--- src/rtl/core/pba_pkg.sv ---
// ----------------------------------------------------------------------------
// pba_pkg
// Types, constants and helpers for the piece bitmap allocator.
// ----------------------------------------------------------------------------
package pba_pkg;

	localparam int MAX_PIECES = 1024;
	localparam int IDX_W      = 10;
	localparam int CNT_W      = 11;
	localparam int PLEN_W     = 25;
	localparam int FLEN_W     = 40;
	localparam int WORD_W     = 32;
	localparam int BIT_W      = $clog2(WORD_W);
	localparam int ROWS       = MAX_PIECES / WORD_W;
	localparam int ROW_AW     = $clog2(ROWS);
	localparam int ROW_W      = 2 * WORD_W;
	localparam int PROD_W     = CNT_W + PLEN_W;

	localparam logic [1:0] CMD_BUSY  = 2'd0;
	localparam logic [1:0] CMD_DONE  = 2'd1;
	localparam logic [1:0] CMD_QUERY = 2'd2;

	localparam logic [1:0] CFG_PLEN = 2'd0;
	localparam logic [1:0] CFG_FLEN = 2'd1;
	localparam logic [1:0] CFG_PCNT = 2'd2;

	localparam logic [PLEN_W-1:0] PLEN_RST = PLEN_W'(262144);
	localparam logic [FLEN_W-1:0] FLEN_RST = FLEN_W'(262144);
	localparam logic [CNT_W-1:0]  PCNT_RST = CNT_W'(1);

	typedef enum logic [2:0] {
		ST_IDLE,
		ST_RMW,
		ST_SCAN,
		ST_MUL,
		ST_SUB,
		ST_ADD
	} state_t;

	// lowest set bit of a bitmap word
	function automatic logic [BIT_W-1:0] first_set(input logic [WORD_W-1:0] v);
		logic [BIT_W-1:0] pos;
		pos = '0;
		for (int i = WORD_W - 1; i >= 0; i--) begin
			if (v[i]) pos = BIT_W'(i);
		end
		return pos;
	endfunction

endpackage

--- src/rtl/core/pba_ram.sv ---
// ----------------------------------------------------------------------------
// pba_ram
// Generic single write port, single read port RAM with registered read.
// ----------------------------------------------------------------------------
module pba_ram #(
	parameter int WIDTH = pba_pkg::ROW_W,
	parameter int DEPTH = pba_pkg::ROWS
) (
	input  logic                     clk,
	input  logic                     we,
	input  logic [$clog2(DEPTH)-1:0] waddr,
	input  logic [WIDTH-1:0]         wdata,
	input  logic [$clog2(DEPTH)-1:0] raddr,
	output logic [WIDTH-1:0]         rdata
);

	logic [WIDTH-1:0] mem_q [DEPTH];

	always_ff @(posedge clk) begin
		if (we) mem_q[waddr] <= wdata;
		rdata <= mem_q[raddr];
	end

endmodule

--- src/rtl/core/piece_bitmap_allocator_unit.sv ---
// The scan covers W = ceil(pieces_in_use/32) bitmap words (at most 32); a bad
// index skips the read-modify-write of its row and goes straight to the scan.
// One item at a time: the next word is taken the cycle after the result loads.
// The scan reads one 64-bit done/busy row of the bitmap RAM per cycle; one
// shared multiplier then serves both byte-count products in turn, in ST_MUL then ST_SUB.
// Reset: control registers to defaults, row valid flags cleared, so maps read as empty.
// ----------------------------------------------------------------------------
// piece_bitmap_allocator_unit
// Done/in-progress bitmaps with find-first-free scan and bytes-left count.
// ----------------------------------------------------------------------------
module piece_bitmap_allocator_unit (
	input  logic                         clk,
	input  logic                         arst_n,
	input  logic                         cfg_valid,
	output logic                         cfg_ready,
	input  logic [1:0]                   cfg_index,
	input  logic [pba_pkg::FLEN_W-1:0]   cfg_data,
	input  logic                         in_valid,
	output logic                         in_ready,
	input  logic [1:0]                   cmd,
	input  logic [pba_pkg::IDX_W-1:0]    piece_index,
	output logic                         out_valid,
	input  logic                         out_ready,
	output logic                         piece_have,
	output logic [pba_pkg::IDX_W-1:0]    next_piece,
	output logic                         next_found,
	output logic                         all_complete,
	output logic [pba_pkg::FLEN_W-1:0]   bytes_remaining,
	output logic                         index_error
);

	import pba_pkg::*;

	state_t state_q, state_d;

	logic [PLEN_W-1:0] plen_q;
	logic [FLEN_W-1:0] flen_q;
	logic [CNT_W-1:0]  pcnt_q;

	logic [ROWS-1:0]   row_vld_q;
	logic [CNT_W-1:0]  done_total_q;

	logic [1:0]        cmd_q;
	logic [IDX_W-1:0]  idx_q;
	logic              err_q;
	logic [CNT_W-1:0]  n_q;
	logic [IDX_W-1:0]  nm1_q;
	logic              have_q;
	logic              found_q;
	logic [IDX_W-1:0]  next_q;
	logic              lastdone_q;
	logic              lm_q;
	logic [CNT_W-1:0]  cnt2_q;
	logic [PROD_W-1:0] mul_q;
	logic [FLEN_W-1:0] last_size_q;

	logic [ROW_AW-1:0] rd_addr_q;
	logic              rd_live_q;
	logic              ev_vld_s1;
	logic [ROW_AW-1:0] ev_addr_s1;
	logic              rd_vld_s1;

	logic              out_valid_q;

	// ram ports
	logic              ram_we;
	logic [ROW_AW-1:0] ram_waddr;
	logic [ROW_W-1:0]  ram_wdata;
	logic [ROW_AW-1:0] ram_raddr;
	logic [ROW_W-1:0]  ram_rdata;

	logic              accept;
	logic              slot_free;
	logic [CNT_W-1:0]  n_c;
	logic              err_c;
	logic [WORD_W-1:0] row_done;
	logic [WORD_W-1:0] row_busy;
	logic [WORD_W-1:0] done_new;
	logic [WORD_W-1:0] busy_new;
	logic [BIT_W-1:0]  bit_sel;
	logic              newly_done;
	logic [ROW_AW-1:0] last_word;
	logic [WORD_W-1:0] scan_mask;
	logic [WORD_W-1:0] free_bits;
	logic [CNT_W-1:0]  mul_in;
	logic [PROD_W-1:0] prod;
	logic [CNT_W-1:0]  missing;
	logic              lm_c;
	logic [FLEN_W-1:0] others;
	logic [FLEN_W:0]   sum;
	logic [FLEN_W-1:0] bytes_c;

	pba_ram #(
		.WIDTH(ROW_W),
		.DEPTH(ROWS)
	) u_ram (
		.clk  (clk),
		.we   (ram_we),
		.waddr(ram_waddr),
		.wdata(ram_wdata),
		.raddr(ram_raddr),
		.rdata(ram_rdata)
	);

	assign cfg_ready = 1'b1;
	assign in_ready  = (state_q == ST_IDLE);
	assign accept    = in_valid && in_ready;
	assign slot_free = !out_valid_q || out_ready;
	assign out_valid = out_valid_q;

	// pieces in use, held to 1..MAX_PIECES
	always_comb begin
		if (pcnt_q == '0) n_c = CNT_W'(1);
		else if (pcnt_q > CNT_W'(MAX_PIECES)) n_c = CNT_W'(MAX_PIECES);
		else n_c = pcnt_q;
	end
	assign err_c = {1'b0, piece_index} >= n_c;

	// row contents as read; a row never written reads as empty
	assign row_done = rd_vld_s1 ? ram_rdata[WORD_W-1:0] : '0;
	assign row_busy = rd_vld_s1 ? ram_rdata[ROW_W-1:WORD_W] : '0;
	assign bit_sel  = idx_q[BIT_W-1:0];

	always_comb begin
		done_new   = row_done;
		busy_new   = row_busy;
		newly_done = 1'b0;
		case (cmd_q)
			CMD_BUSY: begin
				busy_new[bit_sel] = 1'b1;
			end
			CMD_DONE: begin
				done_new[bit_sel] = 1'b1;
				busy_new[bit_sel] = 1'b0;
				newly_done        = !row_done[bit_sel];
			end
			default: begin
			end
		endcase
	end

	assign last_word = nm1_q[IDX_W-1:BIT_W];
	// keep only pieces in use in the last word
	assign scan_mask = (ev_addr_s1 == last_word) ? ({WORD_W{1'b1}} >> ~nm1_q[BIT_W-1:0])
	                                             : {WORD_W{1'b1}};
	assign free_bits = ~row_done & ~row_busy & scan_mask;

	// shared multiplier: other pieces' total, then missing full pieces
	assign mul_in  = (state_q == ST_MUL) ? {1'b0, nm1_q} : cnt2_q;
	assign prod    = mul_in * plen_q;
	assign missing = (done_total_q <= n_q) ? (n_q - done_total_q) : '0;
	assign lm_c    = !lastdone_q && (missing != '0);
	assign others  = FLEN_W'(mul_q);
	assign sum     = {1'b0, (lm_q ? last_size_q : '0)} + (FLEN_W + 1)'(mul_q);
	assign bytes_c = sum[FLEN_W] ? {FLEN_W{1'b1}} : sum[FLEN_W-1:0];

	// next state and ram control
	always_comb begin
		state_d   = state_q;
		ram_we    = 1'b0;
		ram_waddr = idx_q[IDX_W-1:BIT_W];
		ram_wdata = {busy_new, done_new};
		ram_raddr = rd_addr_q;
		case (state_q)
			ST_IDLE: begin
				ram_raddr = piece_index[IDX_W-1:BIT_W];
				if (accept) state_d = err_c ? ST_SCAN : ST_RMW;
			end
			ST_RMW: begin
				ram_we  = 1'b1;
				state_d = ST_SCAN;
			end
			ST_SCAN: begin
				if (ev_vld_s1 && ev_addr_s1 == last_word) state_d = ST_MUL;
			end
			ST_MUL: begin
				state_d = ST_SUB;
			end
			ST_SUB: begin
				state_d = ST_ADD;
			end
			ST_ADD: begin
				if (slot_free) state_d = ST_IDLE;
			end
			default: begin
				state_d = ST_IDLE;
			end
		endcase
	end

	always_ff @(posedge clk or negedge arst_n) begin
		if (!arst_n) state_q <= ST_IDLE;
		else state_q <= state_d;
	end

	// control state
	always_ff @(posedge clk or negedge arst_n) begin
		if (!arst_n) begin
			plen_q       <= PLEN_RST;
			flen_q       <= FLEN_RST;
			pcnt_q       <= PCNT_RST;
			row_vld_q    <= '0;
			done_total_q <= '0;
			rd_live_q    <= 1'b0;
			ev_vld_s1    <= 1'b0;
			rd_vld_s1    <= 1'b0;
			out_valid_q  <= 1'b0;
		end else begin
			rd_vld_s1 <= row_vld_q[ram_raddr];
			ev_vld_s1 <= (state_q == ST_SCAN) && rd_live_q;
			if (cfg_valid) begin
				case (cfg_index)
					CFG_PLEN: plen_q <= cfg_data[PLEN_W-1:0];
					CFG_FLEN: flen_q <= cfg_data;
					CFG_PCNT: begin
						// new file: drop both maps
						pcnt_q       <= cfg_data[CNT_W-1:0];
						row_vld_q    <= '0;
						done_total_q <= '0;
					end
					default: begin
					end
				endcase
			end
			if (accept) rd_live_q <= 1'b1;
			if (state_q == ST_SCAN && rd_live_q && rd_addr_q == last_word) rd_live_q <= 1'b0;
			if (ram_we) begin
				row_vld_q[ram_waddr] <= 1'b1;
				if (newly_done) done_total_q <= done_total_q + CNT_W'(1);
			end
			if (state_q == ST_ADD && slot_free) out_valid_q <= 1'b1;
			else if (out_ready) out_valid_q <= 1'b0;
		end
	end

	// datapath
	always_ff @(posedge clk) begin
		if (accept) begin
			cmd_q     <= cmd;
			idx_q     <= piece_index;
			err_q     <= err_c;
			n_q       <= n_c;
			nm1_q     <= IDX_W'(n_c - CNT_W'(1));
			have_q    <= 1'b0;
			found_q   <= 1'b0;
			next_q    <= '0;
			rd_addr_q <= '0;
		end
		if (state_q == ST_RMW) have_q <= done_new[bit_sel];
		if (state_q == ST_SCAN) begin
			if (rd_live_q) begin
				ev_addr_s1 <= rd_addr_q;
				rd_addr_q  <= rd_addr_q + ROW_AW'(1);
			end
			if (ev_vld_s1) begin
				if (!found_q && (free_bits != '0)) begin
					found_q <= 1'b1;
					next_q  <= {ev_addr_s1, first_set(free_bits)};
				end
				if (ev_addr_s1 == last_word) lastdone_q <= row_done[nm1_q[BIT_W-1:0]];
			end
		end
		if (state_q == ST_MUL) begin
			mul_q  <= prod;
			lm_q   <= lm_c;
			cnt2_q <= missing - CNT_W'(lm_c);
		end
		if (state_q == ST_SUB) begin
			last_size_q <= (flen_q > others) ? (flen_q - others) : '0;
			mul_q       <= prod;
		end
		if (state_q == ST_ADD && slot_free) begin
			piece_have      <= have_q;
			next_piece      <= next_q;
			next_found      <= found_q;
			all_complete    <= (done_total_q == n_q);
			bytes_remaining <= bytes_c;
			index_error     <= err_q;
		end
	end

endmodule

--- config.mk ---
export PLATFORM = sky130hd
export DESIGN_NAME = piece_bitmap_allocator_unit
export DESIGN_NICKNAME = d
export VERILOG_FILES = /design/src/rtl/core/pba_pkg.sv /design/src/rtl/core/pba_ram.sv /design/src/rtl/core/piece_bitmap_allocator_unit.sv
export SDC_FILE = /design/constraint.sdc
export NUM_CORES = 2
export LEC_CHECK = 0
export BUFFER_PORTS_ARGS = -buffer_cell sky130_fd_sc_hd__buf_2
export CORE_AREA = 2 2 603 605
export DETAILED_ROUTE_END_ITERATION = 10
export DIE_AREA = 0 0 605 607
export PLACE_DENSITY_LB_ADDON = 0.2
export SETUP_SLACK_MARGIN = 0.2
export SYNTH_ARGS = -nofsm -noshare
export SYNTH_HDL_FRONTEND = slang
export SYNTH_SLANG_ARGS = --single-unit
--- constraint.sdc ---
create_clock -name clk -period 6.6 [get_ports clk]
set_input_delay 0.33 -clock clk [delete_from_list [all_inputs] [get_ports clk]]
set_output_delay 0.33 -clock clk [all_outputs]
set_load 0.02 [all_outputs]
# Word level (Yosys, flattened, before mapping)

Memory sizes are Yosys's and may differ from the RTL's. A register that Yosys moved wholly into a read port is not among the register bits.
Index checks and enable logic that the tools add are counted.

Input port bits: 59
Memories kept: 1
RAM bits: 2048
Bits in registers: 325
Output and inout port bits: 57
Word-level logic and storage cells: 195
ROM bits: 0
Latch bits: 0

Add/sub/neg operators: 7
$lt $le $gt $ge: 10
Multipliers: 1
Div/mod/pow operators: 0
Bitwise logic cells: 10
Multiplexer cells: 90
Shifts and indexed selects: 1
Reductions and logical operators: 30
Equal/unequal tests: 14

Memories:

| name        | words | bits a word | rd ports | clocked after Yosys merged registers in | wr ports | RTL line      | text |
|---|---|---|---|---|---|---|---|
| u_ram.mem_q | 32    | 64          | 1        | 1                                       | 1        | pba_ram.sv:17 | `logic [WIDTH-1:0] mem_q [DEPTH];` |

Operator list:

| kind                                                        | count |
|---|---|
| 2-to-1 mux 32 bit                                           | 7 |
| 2-to-1 mux 5 bit                                            | 36 |
| AND 32 bit                                                  | 3 |
| NOT 32 bit                                                  | 3 |
| bitwise OR 32 bit                                           | 3 |
| 2-to-1 mux 11 bit                                           | 8 |
| 2-to-1 mux 36 bit                                           | 2 |
| case mux 32 bit (2 select lines)                            | 1 |
| adder 40 x 36 -> 41 bit                                     | 1 |
| > comparator 40 x 36 -> 1 bit                               | 1 |
| 2-to-1 mux 10 bit                                           | 4 |
| 2-to-1 mux 40 bit                                           | 1 |
| subtractor 40 x 36 -> 40 bit                                | 1 |
| multiplier 11 x 25 -> 36 bit                                | 1 |
| nonzero test 32 bit                                         | 1 |
| >> shifter 32 x 5 -> 32 bit (first input constant)          | 1 |
| less-than comparator 5 x 6 -> 1 bit (second input constant) | 4 |
| binary-select mux 1 bit (select 5 bit)                      | 4 |
| 2-to-1 mux 1 bit                                            | 20 |
| case mux 3 bit (6 select lines)                             | 1 |
| adder 11 x 1 -> 11 bit (second input constant)              | 1 |
| == test 11 bit                                              | 1 |
| >= comparator 10 x 11 -> 1 bit                              | 1 |
| > comparator 11 bit (second input constant)                 | 1 |
| 28 further kinds                                            | 56 |

# Logic depth before layout (Yosys ltp)

Depth in word-level cells: 39
Mapped depth: 29
Depth with buffers taken out: 26

# Cells and area by module

Synthesis repeated with hierarchy kept, for this count alone.

Cell total of the unflattened synthesis: 6043
Area, all modules: 107344.2 um^2

By module, submodules not included:

| module                      | cells an instance | sequential area each (um^2) | area an instance (um^2) | instances |
|---|---|---|---|---|
| pba_ram                     | 3096              | 62780.2                     | 78964.5                 | 1 |
| piece_bitmap_allocator_unit | 2947              | 8972.4                      | 28379.7                 | 1 |

# Least setup slack after synthesis

OpenSTA, ideal clock, no wires.

Path type: register to register
From: register state_q[0]
To: register mul_q[35], data pin
Data arrival time: 6.463 ns
Period minus slack after synthesis: 6.658 ns
Slack: -0.058 ns
Path buffers: 3
Setup time: 0.195 ns
Cell stages (with the launch flop): 25
Data required time: 6.405 ns
Cells stage by stage: dfrtp_1 -> buf_2 -> nand3b_1 -> clkbuf_1 -> clkinv_1 -> nand2_1 -> nand2_1 -> clkbuf_1 -> nand2_1 -> fa_1 -> fa_1 -> fa_1 -> fa_1 -> fa_1 -> inv_1 -> ha_1 -> a21o_1 -> a21oi_1 -> nor2b_1 -> a311oi_1 -> nand2_1 -> a41o_1 -> o41ai_2 -> o21ai_0 -> o311ai_0

Word-level cells in the longest chain between the ends: 5
Elaborated cells between the ends (all ways): 6
Classes of those cells: 1 x mul; 2 x eq/ne; 3 x mux

Ends and longest elaborated chain:

| element                        | RTL line                           | text |
|---|---|---|
| start, declared                | piece_bitmap_allocator_unit.sv:34  | `state_t state_q, state_d;` |
| start signal, assigned         | piece_bitmap_allocator_unit.sv:193 | `else state_q <= state_d;` |
| == test 3 x 2 -> 1 bit *       | piece_bitmap_allocator_unit.sv:149 | `assign mul_in = (state_q == ST_MUL) ? {1'b0, nm1_q} : cnt2_q;` |
| 2-to-1 mux 11 bit *            | piece_bitmap_allocator_unit.sv:149 |  |
| multiplier 11 x 25 -> 36 bit * | piece_bitmap_allocator_unit.sv:150 | `assign prod = mul_in * plen_q;` |
| via prod[35]                   | piece_bitmap_allocator_unit.sv:86  | `logic [PROD_W-1:0] prod;` |
| 2-to-1 mux 36 bit              | piece_bitmap_allocator_unit.sv:263 | `if (state_q == ST_MUL) begin` |
| 2-to-1 mux 36 bit *            | piece_bitmap_allocator_unit.sv:268 | `if (state_q == ST_SUB) begin` |
| end signal, assigned           | piece_bitmap_allocator_unit.sv:264 | `mul_q <= prod;` |
| end signal, assigned           | piece_bitmap_allocator_unit.sv:270 | `mul_q <= prod;` |
| end, declared                  | piece_bitmap_allocator_unit.sv:54  | `logic [PROD_W-1:0] mul_q;` |

The timed path passes the listed nets; every way through them passes the cells marked *. The select of a mux whose other input is x is not followed.
A chain may end at the register's enable or synchronous reset.

# Worst setup path after layout

From: register state_q[2]
To: register mul_q[31], data pin

The elaborated chain is that of the path after synthesis.

==> flow_summary.json <==
{
  "status": "finished, final reports clean",
  "hold_violations": 0,
  "cp_top_family": "adder cells",
  "drc": 0,
  "synth-warning-count": 0,
  "cts.sinks": 2437,
  "fillers": 34416,
  "firstDrtPassIters": 6,
  "worstSetupPathType": "reg -> reg",
  "areaGrowthSynthToFinish_pct": 16.6,
  "fp.dieArea_sq_mm": 0.367,
  "yosys-top-cells-area": "edfxtp_1 62%, mux4_2 11%, fa_1 3.9%, nand2_1 3.3%, dfrtp_1 2.9%",
  "report.final.slew_viol_count": 0,
  "stdcell_area_sq_mm": 0.126,
  "die_w_um": 605,
  "arrival_ns": 6.83,
  "portBuffers": 114,
  "cts_tree": "done",
  "crit_path_end_kind": "flip-flop",
  "rows": 221,
  "async_flop_share_pct": 5.17,
  "hp-class": "in -> async",
  "fin_tns_setup_ns": 0,
  "drt_iter0_markers": 5921,
  "instances_no_fill": 12088,
  "htreeDepth": 5,
  "crit_slowest_cell": "fa_1",
  "track_usage_pct": 17.7,
  "critPathLaunchType": "flip-flop",
  "final.setup_skew_ns": 0.0786,
  "ant_nets": 0,
  "yosysUniqueCellTypes": 90,
  "hpwl_mm": 190,
  "avgViaCountPerCell": 5.13,
  "timing.critical_path.buf_inv": 7,
  "path_clk_slew_ns": 0.06,
  "ff2ff_path_depth": 26,
  "cp.required_ns": 7.14,
  "place_inst": 11504,
  "insertion_delay_ns": 0.86,
  "synthCells": 6744,
  "slew-limit-headroom_pct": 14.1,
  "numCtsBuffers": 273,
  "dieHeight_um": 607,
  "synth_seq_cells": 2437,
  "synth_area_sq_mm": 0.108,
  "post_dp_cell_area_sq_mm": 0.116,
  "synth_edf_count": 2231,
  "final.period_utilization_pct": 95.3,
  "vias": 61964,
  "maxCapViolCount": 0,
  "gp_congestion": 0.846,
  "path_depth": 26,
  "grt_pass1_vias": 63882,
  "num-nets-final": 7514,
  "synth_area_per_cell_sq_um": 16.0,
  "cp_slowest_stage_delay_ns": 0.55,
  "ys.flop_type": "edfxtp_1",
  "max_freq_mhz": 159,
  "final.min_clock_period_ns": 6.29,
  "synth.net_count": 7184,
  "core-area_sq_mm": 0.361,
  "cpMostUsedCell": "fa_1",
  "drive_gt1_share_pct": 21.1,
  "grt_antenna_before_repair": 6,
  "setup_viol": 0,
  "path_max_fanout": 6,
  "cts_buffer_depth": 4,
  "yosysTopAreaCellShare_pct": 62.1,
  "yosysSeqAreaShare_pct": 66.5,
  "worstMarginPinSlew_ns": 1.29,
  "start_util_pct": 29.9,
  "rsz0062_at_grt": "yes",
  "grt_pass1_wl_mm": 470,
  "synth.largest_area_cell": "edfxtp_1",
  "io-pin-count": 116,
  "wl_mm": 330,
  "wl_per_cell_um": 27.3,
  "grt_max_degree": 109,
  "overflow": 0,
  "cts_root_buf": "clkbuf_16"
}
worst paths after layout:
check / startpoint / to / slack, ns
max in group asynchronous: arst_n / rd_vld_s1 / 5.06
worst min register to register: next_q[9] / next_piece[9] / 0.44
min in group clk: cfg_index[1] / plen_q[0] / 0.24
worst max register to register: state_q[2] / mul_q[31] / 0.31
worst max-delay path: state_q[2] / mul_q[31] / 0.31
worst min-delay path: arst_n / flen_q[33] / 0.09
flip-flops by register name (all words and copies together) (netlist names), 2 cells and up:
name             cells
cmd_q                2
idx_q               10
row_vld_q           32
rd_addr_q            5
ev_addr_s1           5
bytes_remaining     40
last_size_q         40
u_ram.mem_q       2048
nm1_q               10
cnt2_q              11
pcnt_q              11
next_q              10
next_piece          10
done_total_q        11
plen_q              25
n_q                 11
u_ram.rdata         64
mul_q               36
state_q              3
flen_q              40
synthesized netlist by cell type, types with 123 or more instances:
library cell,number
edfxtp_1,2231
nand2_1,953
mux4_2,547
nand3_1,383
inv_1,253
clkbuf_1,248
o21ai_0,220
fa_1,209
ha_1,172
nor2_1,160
a21oi_1,126
dfrtp_1,123
through the flow:
| step | util, % | hold WS, ns | worst slack, ns |
|---|---|---|---|
| after floorplan | - | 0.0344 | 0.227 |
| after global placement | 32.1 | 0.380 | 0.187 |
| after detailed placement | 32.1 | 0.384 | 0.126 |
| after CTS | 34.7 | 0.102 | 0.219 |
| after global routing | 34.9 | 0.149 | 0.0724 |
| final | 34.9 | 0.0908 | 0.309 |
layout make-up:
class	instances	area, sq um	area share [%]
sequential	2437	71800	57.1
multi-input combinational	3692	34800	27.7
clock buffer	376	7530	5.98
tap	4794	6000	4.77
timing repair buffer	416	3670	2.91
clock inverter	112	1070	0.848
inverter	254	955	0.759
antenna	7	17.5	0.0139
kinds of logic after synthesis:
family / count (synthesis) / synth area share [%]
flops: 2437 / 66.5
simple gates: 1857 / 7.81
compound gates: 691 / 4.12
mux: 646 / 12.4
buf+inv: 615 / 2.26
fa+ha+maj: 381 / 5.88
xor+xnor: 116 / 0.942
other cells: 1 / 0.00348
layer usage:
| metal | global-route usage, % | vias up | part of all wire, % |
|---|---|---|---|
| li1 | - | 26365 | - |
| met1 | 23.5 | 33319 | 43 |
| met2 | 30.7 | 1846 | 50 |
| met3 | 2.01 | 432 | 4.7 |
| met4 | 4.29 | 2 | 2.3 |
| met5 | 0 | - | 0.0033 |
what timing repair did:
item / 4_1_cts / 5_1_grt
gates resized for setup: 8 / 78
pin swaps: 0 / 49
buffers inserted: 4 / 25
endpoints found under the setup margin: 5 / 8
hold endpoints to repair: 150 / 0
hold buffers: 55 / 0
cloned: 1 / 4
placed cells by master (no fill, tap or decap), types with 19 or more instances in the layout:
master         instances
buf_2                113
clkinv_2              29
dlygate4sd3_1         55
clkbuf_1              80
xor2_1                44
xnor2_1               72
nor3_1                26
buf_4                192
o21ai_0              182
a21oi_1              116
o21a_1                40
nor2_4                33
a21o_1                79
mux4_2               547
o31ai_4               19
dfrtp_1              122
nand3_1              382
buf_12                46
mux2_2                81
fa_1                 205
o21ai_2               33
nand2b_1              40
dfxtp_1               80
edfxtp_1            2231
clkbuf_16            284
nor2_1               127
nand2_1              949
inv_1                250
and3_1                25
clkinv_1              46
ha_1                 160
nor2b_1               91
o211ai_1              37
and2_1                80
Power is left out: the tool's default activity adds up to more than one toggle a clock period on the data nets, which glitch-free logic cannot reach.
